File: config.mk
export PLATFORM = sky130hd
export DESIGN_NAME = lehmer_random_in_range_top
export DESIGN_NICKNAME = d
export VERILOG_FILES = /design/src/rtl/core/lrr_pkg.sv /design/src/rtl/core/lrr_mulmod.sv /design/src/rtl/core/lrr_divmod.sv /design/src/rtl/core/lehmer_random_in_range_top.sv
export SDC_FILE = /design/constraint.sdc
export NUM_CORES = 1
export LEC_CHECK = 0
export BUFFER_PORTS_ARGS = -buffer_cell sky130_fd_sc_hd__buf_2
export CAP_MARGIN = 5
export CELL_PAD_IN_SITES_DETAIL_PLACEMENT = 1
export CELL_PAD_IN_SITES_GLOBAL_PLACEMENT = 1
export CORE_UTILIZATION = 53
export CTS_CLUSTER_SIZE = 25
export DETAILED_ROUTE_END_ITERATION = 6
export PLACE_DENSITY = 0.9
export RECOVER_POWER = 25
export SLEW_MARGIN = 20
export SYNTH_ARGS = -nofsm -noshare
export SYNTH_HDL_FRONTEND = slang
export SYNTH_SLANG_ARGS = --single-unit
File: constraint.sdc
create_clock -name clk -period 16.8 [get_ports clk]
set_input_delay 4.2 -clock clk [delete_from_list [all_inputs] [get_ports clk]]
set_output_delay 4.2 -clock clk [all_outputs]
set_load 0.005 [all_outputs]
File: src/rtl/core/lrr_pkg.sv
// shared constants for the lehmer random-in-range block
`default_nettype none

package lrr_pkg;

    // generator word width and modulus 2^31 - 1
    localparam int unsigned WordW = 31;
    localparam logic [WordW-1:0] LCG_MOD = 31'h7FFF_FFFF;

    // minimal standard multiplier, scanned one bit per cycle msb first
    localparam int unsigned MultW = 15;
    localparam logic [MultW-1:0] LCG_MULT = 15'd16807;

    // step counter widths
    localparam int unsigned MulCntW = 4;
    localparam int unsigned DivCntW = 5;

endpackage

`default_nettype wire

File: src/rtl/core/lrr_mulmod.sv
// bit-serial multiply of the generator word by 16807 modulo 2^31 - 1
`default_nettype none

module lrr_mulmod (
    input  wire logic                      clk,
    input  wire logic                      rst_n,
    input  wire logic                      start,
    input  wire logic [lrr_pkg::WordW-1:0] operand,
    output logic                           done,
    output logic [lrr_pkg::WordW-1:0]      product
);
    import lrr_pkg::*;

    logic                 busy_reg, busy_next;
    logic                 done_reg, done_next;
    logic [MulCntW-1:0]   cnt_reg, cnt_next;
    logic [WordW-1:0]     acc_reg, acc_next;
    logic [WordW-1:0]     mcand_reg, mcand_next;

    logic [WordW-1:0]     acc_rot;
    logic [WordW:0]       sum;
    logic [WordW-1:0]     folded;
    logic                 mult_bit;

    // doubling mod 2^31-1 is a rotate, then add the multiplicand and fold the carry back
    always_comb
    begin
        mult_bit = LCG_MULT[cnt_reg];
        acc_rot  = {acc_reg[WordW-2:0], acc_reg[WordW-1]};
        sum      = {1'b0, acc_rot} + (mult_bit ? {1'b0, mcand_reg} : {1'b0, {WordW{1'b0}}});
        folded   = sum[WordW-1:0] + {{(WordW-1){1'b0}}, sum[WordW]};
    end

    // step control
    always_comb
    begin
        busy_next  = busy_reg;
        done_next  = 1'b0;
        cnt_next   = cnt_reg;
        acc_next   = acc_reg;
        mcand_next = mcand_reg;
        if (start)
        begin
            busy_next  = 1'b1;
            cnt_next   = MulCntW'(MultW - 1);
            acc_next   = '0;
            mcand_next = operand;
        end
        else if (busy_reg)
        begin
            acc_next = folded;
            if (cnt_reg == '0)
            begin
                busy_next = 1'b0;
                done_next = 1'b1;
            end
            else
            begin
                cnt_next = cnt_reg - 1'b1;
            end
        end
    end

    always_ff @(posedge clk or negedge rst_n)
    begin
        if (!rst_n)
        begin
            busy_reg <= 1'b0;
            done_reg <= 1'b0;
            cnt_reg  <= '0;
        end
        else
        begin
            busy_reg <= busy_next;
            done_reg <= done_next;
            cnt_reg  <= cnt_next;
        end
    end

    always_ff @(posedge clk)
    begin
        acc_reg   <= acc_next;
        mcand_reg <= mcand_next;
    end

    // the modulus itself is the second form of zero
    assign done    = done_reg;
    assign product = (acc_reg == LCG_MOD) ? '0 : acc_reg;

endmodule

`default_nettype wire

File: src/rtl/core/lrr_divmod.sv
// restoring remainder unit, one dividend bit per cycle
`default_nettype none

module lrr_divmod (
    input  wire logic                      clk,
    input  wire logic                      rst_n,
    input  wire logic                      start,
    input  wire logic [lrr_pkg::WordW-1:0] dividend,
    input  wire logic [lrr_pkg::WordW-1:0] divisor,
    output logic                           done,
    output logic [lrr_pkg::WordW-1:0]      remainder
);
    import lrr_pkg::*;

    logic                 busy_reg, busy_next;
    logic                 done_reg, done_next;
    logic [DivCntW-1:0]   cnt_reg, cnt_next;
    logic [WordW-1:0]     dvd_reg, dvd_next;
    logic [WordW-1:0]     dvs_reg, dvs_next;
    logic [WordW-1:0]     rem_reg, rem_next;

    logic [WordW:0]       shifted;
    logic [WordW+1:0]     diff;

    // shift in the next dividend bit and trial-subtract the divisor
    always_comb
    begin
        shifted = {rem_reg, dvd_reg[WordW-1]};
        diff    = {1'b0, shifted} - {2'b00, dvs_reg};
    end

    // step control
    always_comb
    begin
        busy_next = busy_reg;
        done_next = 1'b0;
        cnt_next  = cnt_reg;
        dvd_next  = dvd_reg;
        dvs_next  = dvs_reg;
        rem_next  = rem_reg;
        if (start)
        begin
            busy_next = 1'b1;
            cnt_next  = DivCntW'(WordW - 1);
            dvd_next  = dividend;
            dvs_next  = divisor;
            rem_next  = '0;
        end
        else if (busy_reg)
        begin
            dvd_next = {dvd_reg[WordW-2:0], 1'b0};
            rem_next = diff[WordW+1] ? shifted[WordW-1:0] : diff[WordW-1:0];
            if (cnt_reg == '0)
            begin
                busy_next = 1'b0;
                done_next = 1'b1;
            end
            else
            begin
                cnt_next = cnt_reg - 1'b1;
            end
        end
    end

    always_ff @(posedge clk or negedge rst_n)
    begin
        if (!rst_n)
        begin
            busy_reg <= 1'b0;
            done_reg <= 1'b0;
            cnt_reg  <= '0;
        end
        else
        begin
            busy_reg <= busy_next;
            done_reg <= done_next;
            cnt_reg  <= cnt_next;
        end
    end

    always_ff @(posedge clk)
    begin
        dvd_reg <= dvd_next;
        dvs_reg <= dvs_next;
        rem_reg <= rem_next;
    end

    assign done      = done_reg;
    assign remainder = rem_reg;

endmodule

`default_nettype wire

File: src/rtl/core/lehmer_random_in_range_top.sv
// top level: minimal standard lehmer generator with range reduction
`default_nettype none

// Each accepted input word carries a bound n and yields one output word holding the
// next minimal standard generator value (state * 16807 mod 2^31-1) reduced modulo n,
// or zero with range_error set when n is zero; the state advances either way and
// starts at 1 after reset. One word at a time is in work: the multiply scans the 15
// multiplier bits, one per cycle, and the remainder unit takes one dividend bit per
// cycle, 31 in all, a step skipped for a zero bound. The next word is accepted as
// soon as the result sits in the output register, even while that register is still
// stalled.
module lehmer_random_in_range_top (
    input  wire logic                      clk,
    input  wire logic                      rst_n,
    input  wire logic                      in_valid,
    output logic                           in_stall,
    input  wire logic [lrr_pkg::WordW-1:0] range_bound,
    output logic                           out_valid,
    input  wire logic                      out_stall,
    output logic [lrr_pkg::WordW-1:0]      random_value,
    output logic                           range_error
);
    import lrr_pkg::*;

    typedef enum logic [1:0] {
        ST_IDLE,
        ST_MUL,
        ST_DIV,
        ST_DONE
    } state_t;

    state_t           state_reg;
    logic [WordW-1:0] gen_reg;
    logic [WordW-1:0] bound_reg;
    logic [WordW-1:0] res_value_reg;
    logic             res_err_reg;
    logic             out_valid_reg;
    logic [WordW-1:0] out_value_reg;
    logic             out_err_reg;

    logic             mul_start;
    logic             mul_done;
    logic [WordW-1:0] mul_operand;
    logic [WordW-1:0] mul_product;
    logic             div_start;
    logic             div_done;
    logic [WordW-1:0] div_rem;
    logic             out_free;

    // a zero state is forced to 1 before the step
    assign mul_operand = (gen_reg == '0) ? {{(WordW-1){1'b0}}, 1'b1} : gen_reg;
    assign mul_start   = (state_reg == ST_IDLE) && in_valid;
    assign div_start   = (state_reg == ST_MUL) && mul_done && (bound_reg != '0);
    assign out_free    = !out_valid_reg || !out_stall;
    assign in_stall    = (state_reg != ST_IDLE);

    lrr_mulmod u_mulmod (
        .clk     (clk),
        .rst_n   (rst_n),
        .start   (mul_start),
        .operand (mul_operand),
        .done    (mul_done),
        .product (mul_product)
    );

    lrr_divmod u_divmod (
        .clk       (clk),
        .rst_n     (rst_n),
        .start     (div_start),
        .dividend  (mul_product),
        .divisor   (bound_reg),
        .done      (div_done),
        .remainder (div_rem)
    );

    // sequencer, generator state and output register
    always_ff @(posedge clk or negedge rst_n)
    begin
        if (!rst_n)
        begin
            state_reg     <= ST_IDLE;
            gen_reg       <= {{(WordW-1){1'b0}}, 1'b1};
            out_valid_reg <= 1'b0;
        end
        else
        begin
            // a word leaving while the next one loads is handled in ST_DONE
            if (out_valid_reg && !out_stall && (state_reg != ST_DONE))
            begin
                out_valid_reg <= 1'b0;
            end
            unique case (state_reg)
                ST_IDLE:
                begin
                    if (in_valid)
                    begin
                        state_reg <= ST_MUL;
                    end
                end
                ST_MUL:
                begin
                    if (mul_done)
                    begin
                        gen_reg <= mul_product;
                        if (bound_reg == '0)
                        begin
                            state_reg <= ST_DONE;
                        end
                        else
                        begin
                            state_reg <= ST_DIV;
                        end
                    end
                end
                ST_DIV:
                begin
                    if (div_done)
                    begin
                        state_reg <= ST_DONE;
                    end
                end
                ST_DONE:
                begin
                    if (out_free)
                    begin
                        out_valid_reg <= 1'b1;
                        state_reg     <= ST_IDLE;
                    end
                end
                default:
                begin
                    state_reg <= ST_IDLE;
                end
            endcase
        end
    end

    // payload registers
    always_ff @(posedge clk)
    begin
        if (mul_start)
        begin
            bound_reg <= range_bound;
        end
        if ((state_reg == ST_MUL) && mul_done && (bound_reg == '0))
        begin
            res_value_reg <= '0;
            res_err_reg   <= 1'b1;
        end
        else if ((state_reg == ST_DIV) && div_done)
        begin
            res_value_reg <= div_rem;
            res_err_reg   <= 1'b0;
        end
        if ((state_reg == ST_DONE) && out_free)
        begin
            out_value_reg <= res_value_reg;
            out_err_reg   <= res_err_reg;
        end
    end

    assign out_valid    = out_valid_reg;
    assign random_value = out_value_reg;
    assign range_error  = out_err_reg;

endmodule

`default_nettype wire
==> results_dict.tcl <==
set metrics [dict create \
    outcome "finished, violations left" \
    violations "capacitance limit, slew limit" \
    ys.flop_type "edfxtp_1" \
    yosysWarnings 0 \
    grt_setup_unrepaired "false" \
    synth-seq-cells 297 \
    grt_start_max_net_pins 83 \
    dr.first_iter.drc_count 699 \
    clockBufferDepth 3 \
    final.setup.tns_ps 0 \
    num_rows 61 \
    critical_path.endpoint_type "flip-flop" \
    antenna_found_initial 0 \
    via_per_inst 6.005 \
    synthCells 1577 \
    antenna_left 0 \
    grt_overflow_total 0 \
    place_hpwl_mm 30.05 \
    p_per_area_nw_per_um2 87.26 \
    synth_area_per_cell_um2 9.655 \
    critPathMaxFanout 31 \
    h-tree-depth 1 \
    stdcell_count 1983 \
    dpl.cell_count 1926 \
    peakVddDrop_mv 0.07500 \
    fp.dieArea_um2 29410 \
    synth.largest_area_cell "edfxtp_1" \
    leakage_nw 7.269 \
    gp_congestion 0.8942 \
    crit_type "reg -> reg" \
    r2r_start "u_mulmod.cnt_reg[0]" \
    hold_ws_ps 428.9 \
    holdCritPathClass "reg -> reg" \
    finalCriticalPeriod_ps 6740 \
    setup_slack_ps 10060 \
    core_region_area_um2 28010 \
    postCtsSetupBuffers 0 \
    ys_top_cells_by_count "nand2_1, edfxtp_1, o21ai_0" \
    grt_pass1_vias 12350 \
    finalPower_mw 1.462 \
    synth_top_cell_area_share_pct 30.77 \
    drt_pass1_iterations 5 \
    syn_area_um2 15230 \
    synth_most_common_cell "nand2_1" \
    cts.sinks 297 \
    cts_buffers 31 \
    finalCritPeriodShare_pct 40.12 \
    async_reset_ff_share_pct 15.82 \
    area_delta_synth_final_pct 10.07 \
    clk_latency_ps 570 \
    fmax_mhz 148.4 \
    fin_skew_ps 17.03 \
    tightest_slew_ps 2406 \
    cp.arrival_ps 7220 \
    cts_hold_buf 0 \
    cts-resized-gates 0 \
    die_x_um 171.5 \
    grt_util_all_layers_pct 28.27 \
    maxCapViolCount 3 \
    vias 11910 \
    start_kind "flip-flop" \
    setup_viol 0 \
    place_ws_ps 10170 \
    fin_nets 1692 \
    design_area_um2 16760 \
    synth_area_leaders "edfxtp_1, dfxtp_1, dfrtp_1" \
    cts_tree "built" \
    wl_mm 40.60 \
    max_slew_margin_pct -60.37 \
    n_antenna_cell 0 \
    final_layout_size_suffix_gt1_share_pct 9.346 \
    place_area_um2 15730 \
    hold_viol 0 \
    required_ps 17280 \
    io_pins 69 \
    synthesis.nets 1688 \
    worstSetupStartpoint "u_mulmod.cnt_reg[0]" \
    ys_types 73 \
    clk_pin_slew_worst_paths_ps 60 \
    post_drt_wl_per_cell_um 20.48 \
    hp-start "res_value_reg[20]" \
    post-route-util_pct 59.83 \
    io_buffers 68 \
    drv_slew 99 \
    route.detailed.drc 0 \
    grt_pass1_wl_mm 64.97 \
    die_y_um 171.5 \
    initial_core_util_pct 54.36 \
    synth_edf_count 156 \
    cts_root_buf "clkbuf_16" \
    synth-seq-area-share_pct 50.86 \
]
worst max-delay path, cell delays in order, from the launching register on:
cell and delay (ps):
dfrtp_1 410, inv_1 110, ha_1 220, mux4_2 730, and2_1 280, ha_1 460, nand4_1 180, o22ai_1 460
o2111ai_1 240, a21oi_1 400, o21a_1 280, a21o_1 140, a21oi_1 60, o21ai_0 180, a21o_1 160, ha_1 170
and3_1 220, nand3_1 100, or3_1 410, or3_1 440, nor4_4 560, a311oi_1 190, nor3b_1 220
cell families after synthesis:
group | share of synthesized area, %
AOI/OAI and AO/OA | 16.64
xor gates and xnor gates | 3.780
muxes | 0.7642
DFF | 50.86
adders and majority gates | 6.344
and+or+nand+nor | 17.52
buffers and inverters | 4.092
cell usage in the layout (no fill, tap or decap), types with 9 or more instances in the layout:
cell	netlist	final
inv_1	58	57
ha_1	74	74
buf_2	3	67
buf_4	0	9
nor2_1	65	65
clkbuf_16	0	33
and3_1	9	9
edfxtp_1	156	156
o211ai_1	13	13
xnor2_1	37	37
o21ai_0	136	136
dfxtp_1	94	94
nor4_1	23	23
o21bai_1	11	11
nand4_1	26	26
or3_1	16	16
a211oi_1	27	27
nand2_1	281	279
nand3_1	21	21
a31oi_1	36	36
dfrtp_1	46	45
and2_1	42	42
clkbuf_1	97	9
o21a_1	12	12
nor3_1	23	23
a21o_1	22	22
nor2b_1	9	9
a21oi_1	92	92
xor2_1	25	25
where the power goes:
part	internal, mW	leakage, nW	total, mW	switching [mW]
clock	0.409	0.508	0.696	0.287
sequential	0.759	2.84	0.759	0
combinational	0.00285	3.92	0.00739	0.00454
total	1.17	7.27	1.46	0.291
path summary, 6_finish.rpt:
kind / cells past startpoint / endpoint / slack [ps]
max: 22 / u_mulmod.acc_reg[29] / 10060
min: 0 / random_value[20] / 430
max reg2reg: 22 / u_mulmod.acc_reg[29] / 10060
min reg2reg: 0 / random_value[20] / 430
max in group asynchronous: 1 / u_mulmod.busy_reg / 12690
min in group asynchronous: 1 / u_divmod.cnt_reg[2] / 3660
metal layers:
metal / track usage (%) / vias to the layer above / wire length, µm
met5: 0 / - / 0
met4: 8.307 / 0 / 1166
met1: 34.63 / 5904 / 17110
li1: - / 5665 / -
met2: 52.44 / 262 / 20850
met3: 2.485 / 77 / 1476
final cells by class:
type / count / area, µm²
clock buffer: 45 / 920.9
clock inverter: 12 / 116.4
fill: 3114 / 11250
inverter: 58 / 219.0
multi-input combinational: 1115 / 6875
sequential: 297 / 7745
tap: 378 / 473.0
timing repair buffer: 78 / 410.4
(Power assumes the default switching activity.)
